$ cat config.mk
export PLATFORM = sky130hd
export DESIGN_NAME = hash_table_quadratic_probe_top
export DESIGN_NICKNAME = d
export VERILOG_FILES = /design/src/rtl/hqp_pkg.sv /design/src/rtl/hqp_ram.sv /design/src/rtl/hqp_queue.sv /design/src/rtl/hqp_front.sv /design/src/rtl/hqp_back.sv /design/src/rtl/hash_table_quadratic_probe_top.sv
export SDC_FILE = /design/constraint.sdc
export NUM_CORES = 2
export LEC_CHECK = 0
export BUFFER_PORTS_ARGS = -buffer_cell sky130_fd_sc_hd__buf_2
export CAP_MARGIN = 20
export CORE_UTILIZATION = 55
export CTS_CLUSTER_DIAMETER = 150
export DETAILED_ROUTE_END_ITERATION = 12
export PLACE_DENSITY = 0.8
export RECOVER_POWER = 100
export SYNTH_ARGS = -nofsm -noshare
export SYNTH_HDL_FRONTEND = slang
export SYNTH_SLANG_ARGS = --single-unit
$ cat constraint.sdc
create_clock -name clk -period 6.85 [get_ports clk]
set_input_delay 1.37 -clock clk [delete_from_list [all_inputs] [get_ports clk]]
set_output_delay 1.37 -clock clk [all_outputs]
set_load 0.01 [all_outputs]
$ cat src/rtl/hqp_pkg.sv
package hqp_pkg;

	typedef enum logic [2:0] {
		ST_INSERTED  = 3'd0,
		ST_FOUND     = 3'd1,
		ST_NOT_FOUND = 3'd2,
		ST_FULL      = 3'd3,
		ST_EXHAUSTED = 3'd4
	} status_t;

	localparam logic KIND_INSERT = 1'b0;
	localparam logic KIND_LOOKUP = 1'b1;

	// floor(((sqrt(5)-1)/2) * 2^32)
	localparam logic [31:0] GOLDEN_FRAC32 = 32'h9E3779B9;

	localparam int KEY_W = 31;
	localparam int VAL_W = 32;

	typedef struct packed {
		status_t            status;
		logic signed [31:0] found_value;
		logic [3:0]         slot;
	} res_t;

	typedef enum logic [1:0] {
		FR_IDLE,
		FR_CALC,
		FR_PUSH
	} fr_state_t;

	typedef enum logic [1:0] {
		BK_CLEAR,
		BK_IDLE,
		BK_RUN,
		BK_DONE
	} bk_state_t;

endpackage

$ cat src/rtl/hqp_ram.sv
module hqp_ram #(
	parameter int WIDTH = 32,
	parameter int DEPTH = 16
) (
	input  logic                     clk,
	input  logic                     we,
	input  logic [$clog2(DEPTH)-1:0] waddr,
	input  logic [WIDTH-1:0]         wdata,
	input  logic [$clog2(DEPTH)-1:0] raddr,
	output logic [WIDTH-1:0]         rdata
);

	logic [WIDTH-1:0] mem_q [DEPTH];

	always_ff @(posedge clk) begin
		if (we) begin
			mem_q[waddr] <= wdata;
		end
		rdata <= mem_q[raddr];
	end

endmodule

$ cat src/rtl/hqp_queue.sv
module hqp_queue #(
	parameter int WIDTH = 73
) (
	input  logic             clk,
	input  logic             arst_n,
	input  logic             push_valid,
	output logic             push_ready,
	input  logic [WIDTH-1:0] push_data,
	output logic             pop_valid,
	input  logic             pop,
	output logic [WIDTH-1:0] pop_data
);

	logic [WIDTH-1:0] mem_q [2];
	logic             wr_ptr_q;
	logic             rd_ptr_q;
	logic [1:0]       cnt_q;
	logic             do_push;
	logic             do_pop;

	assign push_ready = (cnt_q != 2'd2);
	assign pop_valid  = (cnt_q != 2'd0);
	assign pop_data   = mem_q[rd_ptr_q];
	assign do_push    = push_valid && push_ready;
	assign do_pop     = pop && pop_valid;

	always_ff @(posedge clk or negedge arst_n) begin
		if (!arst_n) begin
			wr_ptr_q <= 1'b0;
			rd_ptr_q <= 1'b0;
			cnt_q    <= 2'd0;
		end else begin
			if (do_push) begin
				wr_ptr_q <= ~wr_ptr_q;
			end
			if (do_pop) begin
				rd_ptr_q <= ~rd_ptr_q;
			end
			if (do_push && !do_pop) begin
				cnt_q <= cnt_q + 2'd1;
			end else if (do_pop && !do_push) begin
				cnt_q <= cnt_q - 2'd1;
			end
		end
	end

	always_ff @(posedge clk) begin
		if (do_push) begin
			mem_q[wr_ptr_q] <= push_data;
		end
	end

endmodule

$ cat src/rtl/hqp_front.sv
module hqp_front #(
	parameter int TABLE_SLOTS = 16
) (
	input  logic                                 clk,
	input  logic                                 arst_n,
	input  logic                                 hold,
	input  logic                                 s_tvalid,
	output logic                                 s_tready,
	input  logic                                 s_tuser,
	input  logic [63:0]                          s_tdata,
	output logic                                 push_valid,
	input  logic                                 push_ready,
	output logic [2*$clog2(TABLE_SLOTS)+64:0]    push_data
);

	localparam int SW = $clog2(TABLE_SLOTS);
	localparam logic [SW:0] SLOTS_W = (SW+1)'(TABLE_SLOTS);

	hqp_pkg::fr_state_t state_q, state_d;
	logic [2:0]    step_q;
	logic          kind_q;
	logic [30:0]   key_q;
	logic [31:0]   val_q;
	logic          zero_q;
	logic [31:0]   ksh_q;
	logic [31:0]   frac_q;
	logic [SW-1:0] home_q;
	logic [SW-1:0] r_q;
	logic [63:0]   hprod;
	logic          accept;

	// key mod slots, four key bits a step, MSB first
	function automatic logic [SW-1:0] mod_step(input logic [SW-1:0] r_in,
			input logic [3:0] nib);
		logic [SW:0]   t;
		logic [SW-1:0] r;
		r = r_in;
		for (int j = 3; j >= 0; j--) begin
			t = {r, nib[j]};
			if (t >= SLOTS_W) begin
				t = t - SLOTS_W;
			end
			r = t[SW-1:0];
		end
		return r;
	endfunction

	assign hprod  = {32'b0, frac_q} * 64'(TABLE_SLOTS);
	assign accept = s_tvalid && s_tready;

	always_comb begin
		state_d = state_q;
		case (state_q)
			hqp_pkg::FR_IDLE: begin
				if (accept) state_d = hqp_pkg::FR_CALC;
			end
			hqp_pkg::FR_CALC: begin
				if (step_q == 3'd7) state_d = hqp_pkg::FR_PUSH;
			end
			hqp_pkg::FR_PUSH: begin
				if (push_ready) state_d = hqp_pkg::FR_IDLE;
			end
			default: state_d = hqp_pkg::FR_IDLE;
		endcase
	end

	always_comb begin
		s_tready   = (state_q == hqp_pkg::FR_IDLE) && !hold;
		push_valid = (state_q == hqp_pkg::FR_PUSH);
		push_data  = {r_q, home_q, zero_q, val_q, key_q, kind_q};
	end

	always_ff @(posedge clk or negedge arst_n) begin
		if (!arst_n) begin
			state_q <= hqp_pkg::FR_IDLE;
			step_q  <= 3'd0;
		end else begin
			state_q <= state_d;
			if (accept) begin
				step_q <= 3'd0;
			end else if (state_q == hqp_pkg::FR_CALC) begin
				step_q <= step_q + 3'd1;
			end
		end
	end

	always_ff @(posedge clk) begin
		if (accept) begin
			kind_q <= s_tuser;
			key_q  <= s_tdata[30:0];
			val_q  <= s_tdata[62:31];
			zero_q <= (s_tdata[30:0] == 31'd0);
			ksh_q  <= {1'b0, s_tdata[30:0]};
			r_q    <= '0;
		end else if (state_q == hqp_pkg::FR_CALC) begin
			ksh_q <= {ksh_q[27:0], 4'b0};
			r_q   <= mod_step(r_q, ksh_q[31:28]);
			if (step_q == 3'd0) begin
				frac_q <= {1'b0, key_q} * hqp_pkg::GOLDEN_FRAC32;
			end
			if (step_q == 3'd1) begin
				home_q <= hprod[32 +: SW];
			end
		end
	end

endmodule

$ cat src/rtl/hqp_back.sv
module hqp_back #(
	parameter int TABLE_SLOTS = 16
) (
	input  logic                              clk,
	input  logic                              arst_n,
	output logic                              clearing,
	input  logic                              q_valid,
	output logic                              q_pop,
	input  logic [2*$clog2(TABLE_SLOTS)+64:0] q_data,
	output logic                              m_valid,
	input  logic                              m_ready,
	output hqp_pkg::res_t                     m_res
);

	localparam int SW = $clog2(TABLE_SLOTS);
	localparam int CW = $clog2(TABLE_SLOTS + 2);
	localparam logic [SW:0]   SLOTS_W = (SW+1)'(TABLE_SLOTS);
	localparam logic [CW-1:0] SLOTS_C = CW'(TABLE_SLOTS);

	hqp_pkg::bk_state_t state_q, state_d;

	logic          q_kind;
	logic [30:0]   q_key;
	logic [31:0]   q_val;
	logic          q_zero;
	logic [SW-1:0] q_home;
	logic [SW-1:0] q_kmod;
	logic          q_short;

	logic [SW-1:0] clr_q;
	logic          kind_q;
	logic [30:0]   key_q;
	logic [31:0]   val_q;
	logic [SW-1:0] home_q;
	logic          first_q;
	logic          iss_q;
	logic [CW-1:0] cand_q;
	logic [CW-1:0] lim_q;
	logic [SW-1:0] gp_q;
	logic [SW-1:0] gd_q;
	logic [CW-1:0] gi_q;
	logic          rd_vld_s1;
	logic [SW-1:0] rd_slot_s1;
	logic [CW-1:0] rd_i_s1;
	logic          rd_last_s1;
	logic [CW-1:0] count_q;
	logic [CW-1:0] max_probe_q;
	hqp_pkg::res_t res_q;
	hqp_pkg::res_t m_q;
	logic          m_vld_q;

	logic [SW-1:0] iss_addr;
	logic [SW:0]   gp_sum;
	logic [SW:0]   gd_sum;
	logic [SW-1:0] gp_nx;
	logic [SW-1:0] gd_nx;
	logic          hit;
	logic          stop;
	logic          ins_hit;
	logic          issue;
	logic          m_load;
	logic          clr_last;

	logic          key_we;
	logic [SW-1:0] key_waddr;
	logic [30:0]   key_wdata;
	logic [30:0]   key_rdata;
	logic [31:0]   val_rdata;

	assign q_kind = q_data[0];
	assign q_key  = q_data[31:1];
	assign q_val  = q_data[63:32];
	assign q_zero = q_data[64];
	assign q_home = q_data[65 +: SW];
	assign q_kmod = q_data[65+SW +: SW];
	// answered without touching the table
	assign q_short = q_zero || (q_kind == hqp_pkg::KIND_INSERT && count_q >= SLOTS_C);

	// next probe slot: p(i+1) = p(i) + (2i+1), all mod slots
	assign gp_sum = {1'b0, gp_q} + {1'b0, gd_q};
	assign gd_sum = {1'b0, gd_q} + (SW+1)'(2);
	assign gp_nx  = (gp_sum >= SLOTS_W) ? SW'(gp_sum - SLOTS_W) : gp_sum[SW-1:0];
	assign gd_nx  = (gd_sum >= SLOTS_W) ? SW'(gd_sum - SLOTS_W) : gd_sum[SW-1:0];

	assign iss_addr = first_q ? home_q : gp_q;
	assign hit      = rd_vld_s1 && ((kind_q == hqp_pkg::KIND_INSERT) ?
		(key_rdata == 31'd0) : (key_rdata == key_q));
	assign stop     = rd_vld_s1 && (hit || rd_last_s1);
	assign ins_hit  = hit && (kind_q == hqp_pkg::KIND_INSERT);
	assign clr_last = (clr_q == SW'(TABLE_SLOTS - 1));

	always_comb begin
		state_d = state_q;
		case (state_q)
			hqp_pkg::BK_CLEAR: begin
				if (clr_last) state_d = hqp_pkg::BK_IDLE;
			end
			hqp_pkg::BK_IDLE: begin
				if (q_valid) state_d = q_short ? hqp_pkg::BK_DONE : hqp_pkg::BK_RUN;
			end
			hqp_pkg::BK_RUN: begin
				if (stop) state_d = hqp_pkg::BK_DONE;
			end
			hqp_pkg::BK_DONE: begin
				if (!m_vld_q || m_ready) state_d = hqp_pkg::BK_IDLE;
			end
			default: state_d = hqp_pkg::BK_IDLE;
		endcase
	end

	always_comb begin
		clearing  = (state_q == hqp_pkg::BK_CLEAR);
		q_pop     = (state_q == hqp_pkg::BK_IDLE) && q_valid;
		issue     = (state_q == hqp_pkg::BK_RUN) && iss_q && !stop;
		m_load    = (state_q == hqp_pkg::BK_DONE) && (!m_vld_q || m_ready);
		key_we    = clearing || ins_hit;
		key_waddr = clearing ? clr_q : rd_slot_s1;
		key_wdata = clearing ? 31'd0 : key_q;
		m_valid   = m_vld_q;
		m_res     = m_q;
	end

	hqp_ram #(
		.WIDTH (hqp_pkg::KEY_W),
		.DEPTH (TABLE_SLOTS)
	) u_key_ram (
		.clk   (clk),
		.we    (key_we),
		.waddr (key_waddr),
		.wdata (key_wdata),
		.raddr (iss_addr),
		.rdata (key_rdata)
	);

	hqp_ram #(
		.WIDTH (hqp_pkg::VAL_W),
		.DEPTH (TABLE_SLOTS)
	) u_val_ram (
		.clk   (clk),
		.we    (ins_hit),
		.waddr (rd_slot_s1),
		.wdata (val_q),
		.raddr (iss_addr),
		.rdata (val_rdata)
	);

	always_ff @(posedge clk or negedge arst_n) begin
		if (!arst_n) begin
			state_q     <= hqp_pkg::BK_CLEAR;
			clr_q       <= '0;
			iss_q       <= 1'b0;
			rd_vld_s1   <= 1'b0;
			count_q     <= '0;
			max_probe_q <= '0;
			m_vld_q     <= 1'b0;
		end else begin
			state_q <= state_d;
			if (clearing) begin
				clr_q <= clr_q + SW'(1);
			end
			if (q_pop) begin
				iss_q <= !q_short;
			end else if (stop || (issue && cand_q == lim_q)) begin
				iss_q <= 1'b0;
			end
			rd_vld_s1 <= issue;
			if (ins_hit) begin
				count_q <= count_q + CW'(1);
				if (rd_i_s1 > max_probe_q) begin
					max_probe_q <= rd_i_s1;
				end
			end
			if (m_load) begin
				m_vld_q <= 1'b1;
			end else if (m_ready) begin
				m_vld_q <= 1'b0;
			end
		end
	end

	always_ff @(posedge clk) begin
		if (q_pop) begin
			kind_q  <= q_kind;
			key_q   <= q_key;
			val_q   <= q_val;
			home_q  <= q_home;
			first_q <= 1'b1;
			cand_q  <= '0;
			gp_q    <= q_kmod;
			gd_q    <= SW'(1);
			gi_q    <= '0;
			lim_q   <= (q_kind == hqp_pkg::KIND_INSERT) ? SLOTS_C : CW'(max_probe_q + CW'(1));
			res_q.found_value <= '0;
			res_q.slot        <= '0;
			res_q.status      <= q_zero ? hqp_pkg::ST_NOT_FOUND : hqp_pkg::ST_FULL;
		end
		if (issue) begin
			rd_slot_s1 <= iss_addr;
			rd_i_s1    <= first_q ? CW'(0) : gi_q;
			rd_last_s1 <= (cand_q == lim_q);
			cand_q     <= cand_q + CW'(1);
			first_q    <= 1'b0;
			// insert skips p(0): the home read already stands for it
			if (!first_q || kind_q == hqp_pkg::KIND_INSERT) begin
				gp_q <= gp_nx;
				gd_q <= gd_nx;
				gi_q <= gi_q + CW'(1);
			end
		end
		if (stop) begin
			if (ins_hit) begin
				res_q.status      <= hqp_pkg::ST_INSERTED;
				res_q.found_value <= '0;
				res_q.slot        <= 4'(rd_slot_s1);
			end else if (hit) begin
				res_q.status      <= hqp_pkg::ST_FOUND;
				res_q.found_value <= val_rdata;
				res_q.slot        <= 4'(rd_slot_s1);
			end else begin
				res_q.status      <= (kind_q == hqp_pkg::KIND_INSERT) ?
					hqp_pkg::ST_EXHAUSTED : hqp_pkg::ST_NOT_FOUND;
				res_q.found_value <= '0;
				res_q.slot        <= '0;
			end
		end
		if (m_load) begin
			m_q <= res_q;
		end
	end

endmodule

$ cat src/rtl/hash_table_quadratic_probe_top.sv
// Channel  Dir  Fields (tdata / tuser, lowest bit first)
// s_*      in   tdata: key[30:0], value[62:31], pad[63]; tuser: kind
// m_*      out  tdata: found_value[31:0], slot[35:32], pad[39:36]; tuser: status
//
// Front hashes one word at a time (hash multiply, key mod slots 4 bits/cycle).
// Back: one key RAM read per cycle while probing; an insert reads up
// to TABLE_SLOTS+1 slots, a lookup up to max_probe+2; full/zero-key words read none.
// After reset every key RAM slot is cleared while s_tready is held low.
// A two-entry queue lets the front keep hashing while the back or m_* stalls.
module hash_table_quadratic_probe_top #(
	parameter int TABLE_SLOTS = 16
) (
	input  logic        clk,
	input  logic        arst_n,
	input  logic        s_tvalid,
	output logic        s_tready,
	input  logic        s_tuser,   // kind
	input  logic [63:0] s_tdata,   // key, value
	output logic        m_tvalid,
	input  logic        m_tready,
	output logic [2:0]  m_tuser,   // status
	output logic [39:0] m_tdata    // found_value, slot
);

	localparam int SW = $clog2(TABLE_SLOTS);
	localparam int QW = 2*SW + 65;

	logic          clearing;
	logic          push_valid;
	logic          push_ready;
	logic [QW-1:0] push_data;
	logic          q_valid;
	logic          q_pop;
	logic [QW-1:0] q_data;
	hqp_pkg::res_t m_res;

	hqp_front #(
		.TABLE_SLOTS (TABLE_SLOTS)
	) u_front (
		.clk        (clk),
		.arst_n     (arst_n),
		.hold       (clearing),
		.s_tvalid   (s_tvalid),
		.s_tready   (s_tready),
		.s_tuser    (s_tuser),
		.s_tdata    (s_tdata),
		.push_valid (push_valid),
		.push_ready (push_ready),
		.push_data  (push_data)
	);

	hqp_queue #(
		.WIDTH (QW)
	) u_queue (
		.clk        (clk),
		.arst_n     (arst_n),
		.push_valid (push_valid),
		.push_ready (push_ready),
		.push_data  (push_data),
		.pop_valid  (q_valid),
		.pop        (q_pop),
		.pop_data   (q_data)
	);

	hqp_back #(
		.TABLE_SLOTS (TABLE_SLOTS)
	) u_back (
		.clk      (clk),
		.arst_n   (arst_n),
		.clearing (clearing),
		.q_valid  (q_valid),
		.q_pop    (q_pop),
		.q_data   (q_data),
		.m_valid  (m_tvalid),
		.m_ready  (m_tready),
		.m_res    (m_res)
	);

	assign m_tuser = m_res.status;
	assign m_tdata = {4'b0, m_res.slot, m_res.found_value};

endmodule
==> run metrics <==
outcome complete, no violations; First-pass DRT Iterations 6; Ys Warns 0; Layout Nets 5441; worst path required time 7350 ps; CP arrival 7300 ps; HP Class reg -> reg; first-pass GRT wire length 231 mm; Reg clk slew, reported paths 60 ps; worst skew pair latency between 700 and 800 ps; Crit Path Max Fanout 4; Worst slew margin 27.9%; total track usage ~25%; hpwl dp 84.4 mm; Hold Fails Final Rpt 0; die area 122000 sq um; Seq/Total Area, Yosys just under 70%; Unique masters post-synth 62; Max-Cap Viols 0; initial antenna violation count 0; grt ovf 0; Hold WS 419 ps; H-tree depth 4; vias in the first global route 39614; flops & latches, synth 1534; Yosys top cell area share 64.7%; final worst path period share a little under 100%; Post-synth top flop edfxtp_1; cts bufs inserted 150; area leader, netlist edfxtp_1; gpl congestion 0.930; Post-synth EDFFs 1425; total wire length 154 mm; CP Class reg -> reg; initial core utilization ~56%; CTS Root Cell clkbuf_16; GRT Max-Usage Layer met2; CTS max path bufs 3; CP cell instances fa_1 > inv_1 > fa_1 > fa_1 > inv_2 > fa_1 > fa_1 > fa_1 > fa_1 > inv_2 > fa_1 > inv_1 > ha_1 > and3_4 > nand3_4 > or4_4 > o22ai_4 > buf_6 > nor4_4 > o21bai_1 > xnor2_1; largest net degree at the start of global routing 172; Chip Height 349 um; Post-Synthesis Cell Area 66100 sq um; fin. max-slew vios 0; Synth Instances 4853; DIE WIDTH ~350 um; final setup vio count 0; M1 GR Usage around a third; Routed wire per std cell 23.0 um; Async SR Flop Fraction 1.83%; CTS tree built; Fmax 0.147 GHz; Core Region 119000 sq um; slowest stage cell, crit path fa_1; PortBufs 108; DRT iter0 DRCs 4830; vias per cell between 5 and 6; # DRC 0; min Tclk post-route 6800 ps; crit path launch type register; ANT nets after route 0; Worst-Margin Slew 1080 ps; most numerous cell in the Yosys netlist edfxtp_1; CTS Sinks roughly 1500; GR Util met2 42.2%; Vias 39587; unrepaired setup endpoints after global routing yes; slowest stage delay, CP 590 ps; M3 GR Usage 4.23%; IO Count 114; Syn-to-layout area delta 11.7%; Row Count 126; most area-consuming cells after synthesis edfxtp_1 65%, nand2_1 6.4%, fa_1 6.1%; CP dominant cell by count fa_1; CP Capture Type register; Mean Syn Cell Area 13.6 sq um; layout cells sized above 1 a little under an eighth; skew final ~50 ps; most common library cells after synthesis 1425 x edfxtp_1, 1130 x nand2_1, 520 x nand3_1
## routing by layer
| layer | up-vias | wire length [um] |
|---|---|---|
| met1 | 19564 | 58000 |
| met2 | 2094 | 76400 |
| met5 | - | 0 |
| li1 | 17518 | - |
| met3 | 411 | 13500 |
| met4 | 0 | 6090 |
## cells by family (layout without fill, tap and decap cells)
group / after synthesis / after routing / share of synthesized area (%)
adder cells (fa/ha/maj): 396 / 396 / 9.78
buffers and inverters: 538 / 786 / 3.20
AO/OA/AOI/OAI: 268 / 268 / 3.06
XOR/XNOR: 94 / 94 / 1.25
flip-flops: 1534 / 1534 / 68.2
multiplexers: 92 / 92 / 1.60
other: 1 / 5 / 0.00567
AND/OR/NAND/NOR: 1930 / 1930 / 12.9
## area by class of cell
| cell class | count | area (sq um) |
|---|---|---|
| Fill cell | 8303 | 44700 |
| Multi-Input combinational cell | 2784 | 19300 |
| Antenna cell | 1 | 2.50 |
| Tap cell | 1600 | 2000 |
| Clock buffer | 195 | 3990 |
| Clock inverter | 85 | 893 |
| Timing Repair Buffer | 217 | 1440 |
| Sequential cell | 1534 | 45100 |
| Inverter | 289 | 1100 |
## critical path: cells and delay by family, from the launching register on
kind	cells	cell delay [ps]
AO/OA/AOI/OAI	2	320
flip-flops	1	480
XOR/XNOR	1	80
adder cells (fa/ha/maj)	9	4480
buffers and inverters	5	340
AND/OR/NAND/NOR	4	840
## state kept, by name, indices dropped and copies added (netlist names), 31 cells and up
register and cells:
u_front.ksh_q 32, u_front.key_q 31, u_back.u_val_ram.rdata 32, u_back.u_key_ram.rdata 31
u_back.m_res 39, u_back.key_q 31, u_back.u_key_ram.mem_q 496, u_queue.mem_q 146
u_back.res_q 39, u_front.val_q 32, u_back.val_q 32, u_back.u_val_ram.mem_q 512
## cell usage in the layout, fill, tap and decap left out, drive strengths merged, types with 7 or more instances in the layout
cell    count
nand2    1130
a21oi      24
edfxtp   1425
and3      105
xor2       27
buf       215
bufinv     10
mux2i      12
dfrtp      28
a311oi    126
fa        201
nor4       22
nor2       51
o21ai      18
clkinv     62
clkbuf    197
o21a        7
dfxtp      81
nand3     520
nor2b      45
xnor2      67
nand4      15
nand2b      9
mux2       80
inv       298
ha        195
nor3       13
a31oi      64
## worst paths after layout
check                                          startpoint                      endpoint  slack [ps]  depth (start not counted)
max                            u_front.key_q[9]$_DFFE_PP_  u_front.frac_q[31]$_DFFE_PP_          50                         21
min                        u_back.res_q[14]$_SDFFCE_PP0P_    u_back.m_res[14]$_DFFE_PP_         420                          0
max reg2reg                    u_front.key_q[9]$_DFFE_PP_  u_front.frac_q[31]$_DFFE_PP_          50                         21
min reg2reg                u_back.res_q[14]$_SDFFCE_PP0P_    u_back.m_res[14]$_DFFE_PP_         420                          0
max in group asynchronous                          arst_n  u_queue.rd_ptr_q$_DFFE_PN0P_        5680                          1
min in group asynchronous                          arst_n    u_back.m_valid$_DFFE_PN0P_         640                          1
## through the flow
| stage | instances | util (%) | TNS, ps | cell area, sq um | setup WS (ps) |
|---|---|---|---|---|---|
| global placement | 6411 | 58.0 | -64.2 | 68700 | -46.0 |
| finish | 6705 | 62.3 | 0 | 73800 | 50.7 |
| floorplan | 4856 | - | 0 | 66100 | 312 |
| CTS | 6692 | 62.1 | 0 | 73700 | 4.99 |
| global route | 6704 | 62.3 | -343 | 73800 | -124 |
| detailed placement | 6411 | 58.0 | -179 | 68700 | -65.0 |
## repair_timing
item,4_1_cts,5_1_grt
hold buffers,0,0
setup buffers,1,12
hold endpoints to repair,0,0
setup endpoints to repair,3,4
gates resized for setup,4,21
pin swaps,4,17
Power is left out: the tool's default activity adds up to more than one toggle a clock period on the data nets, which glitch-free logic cannot reach.
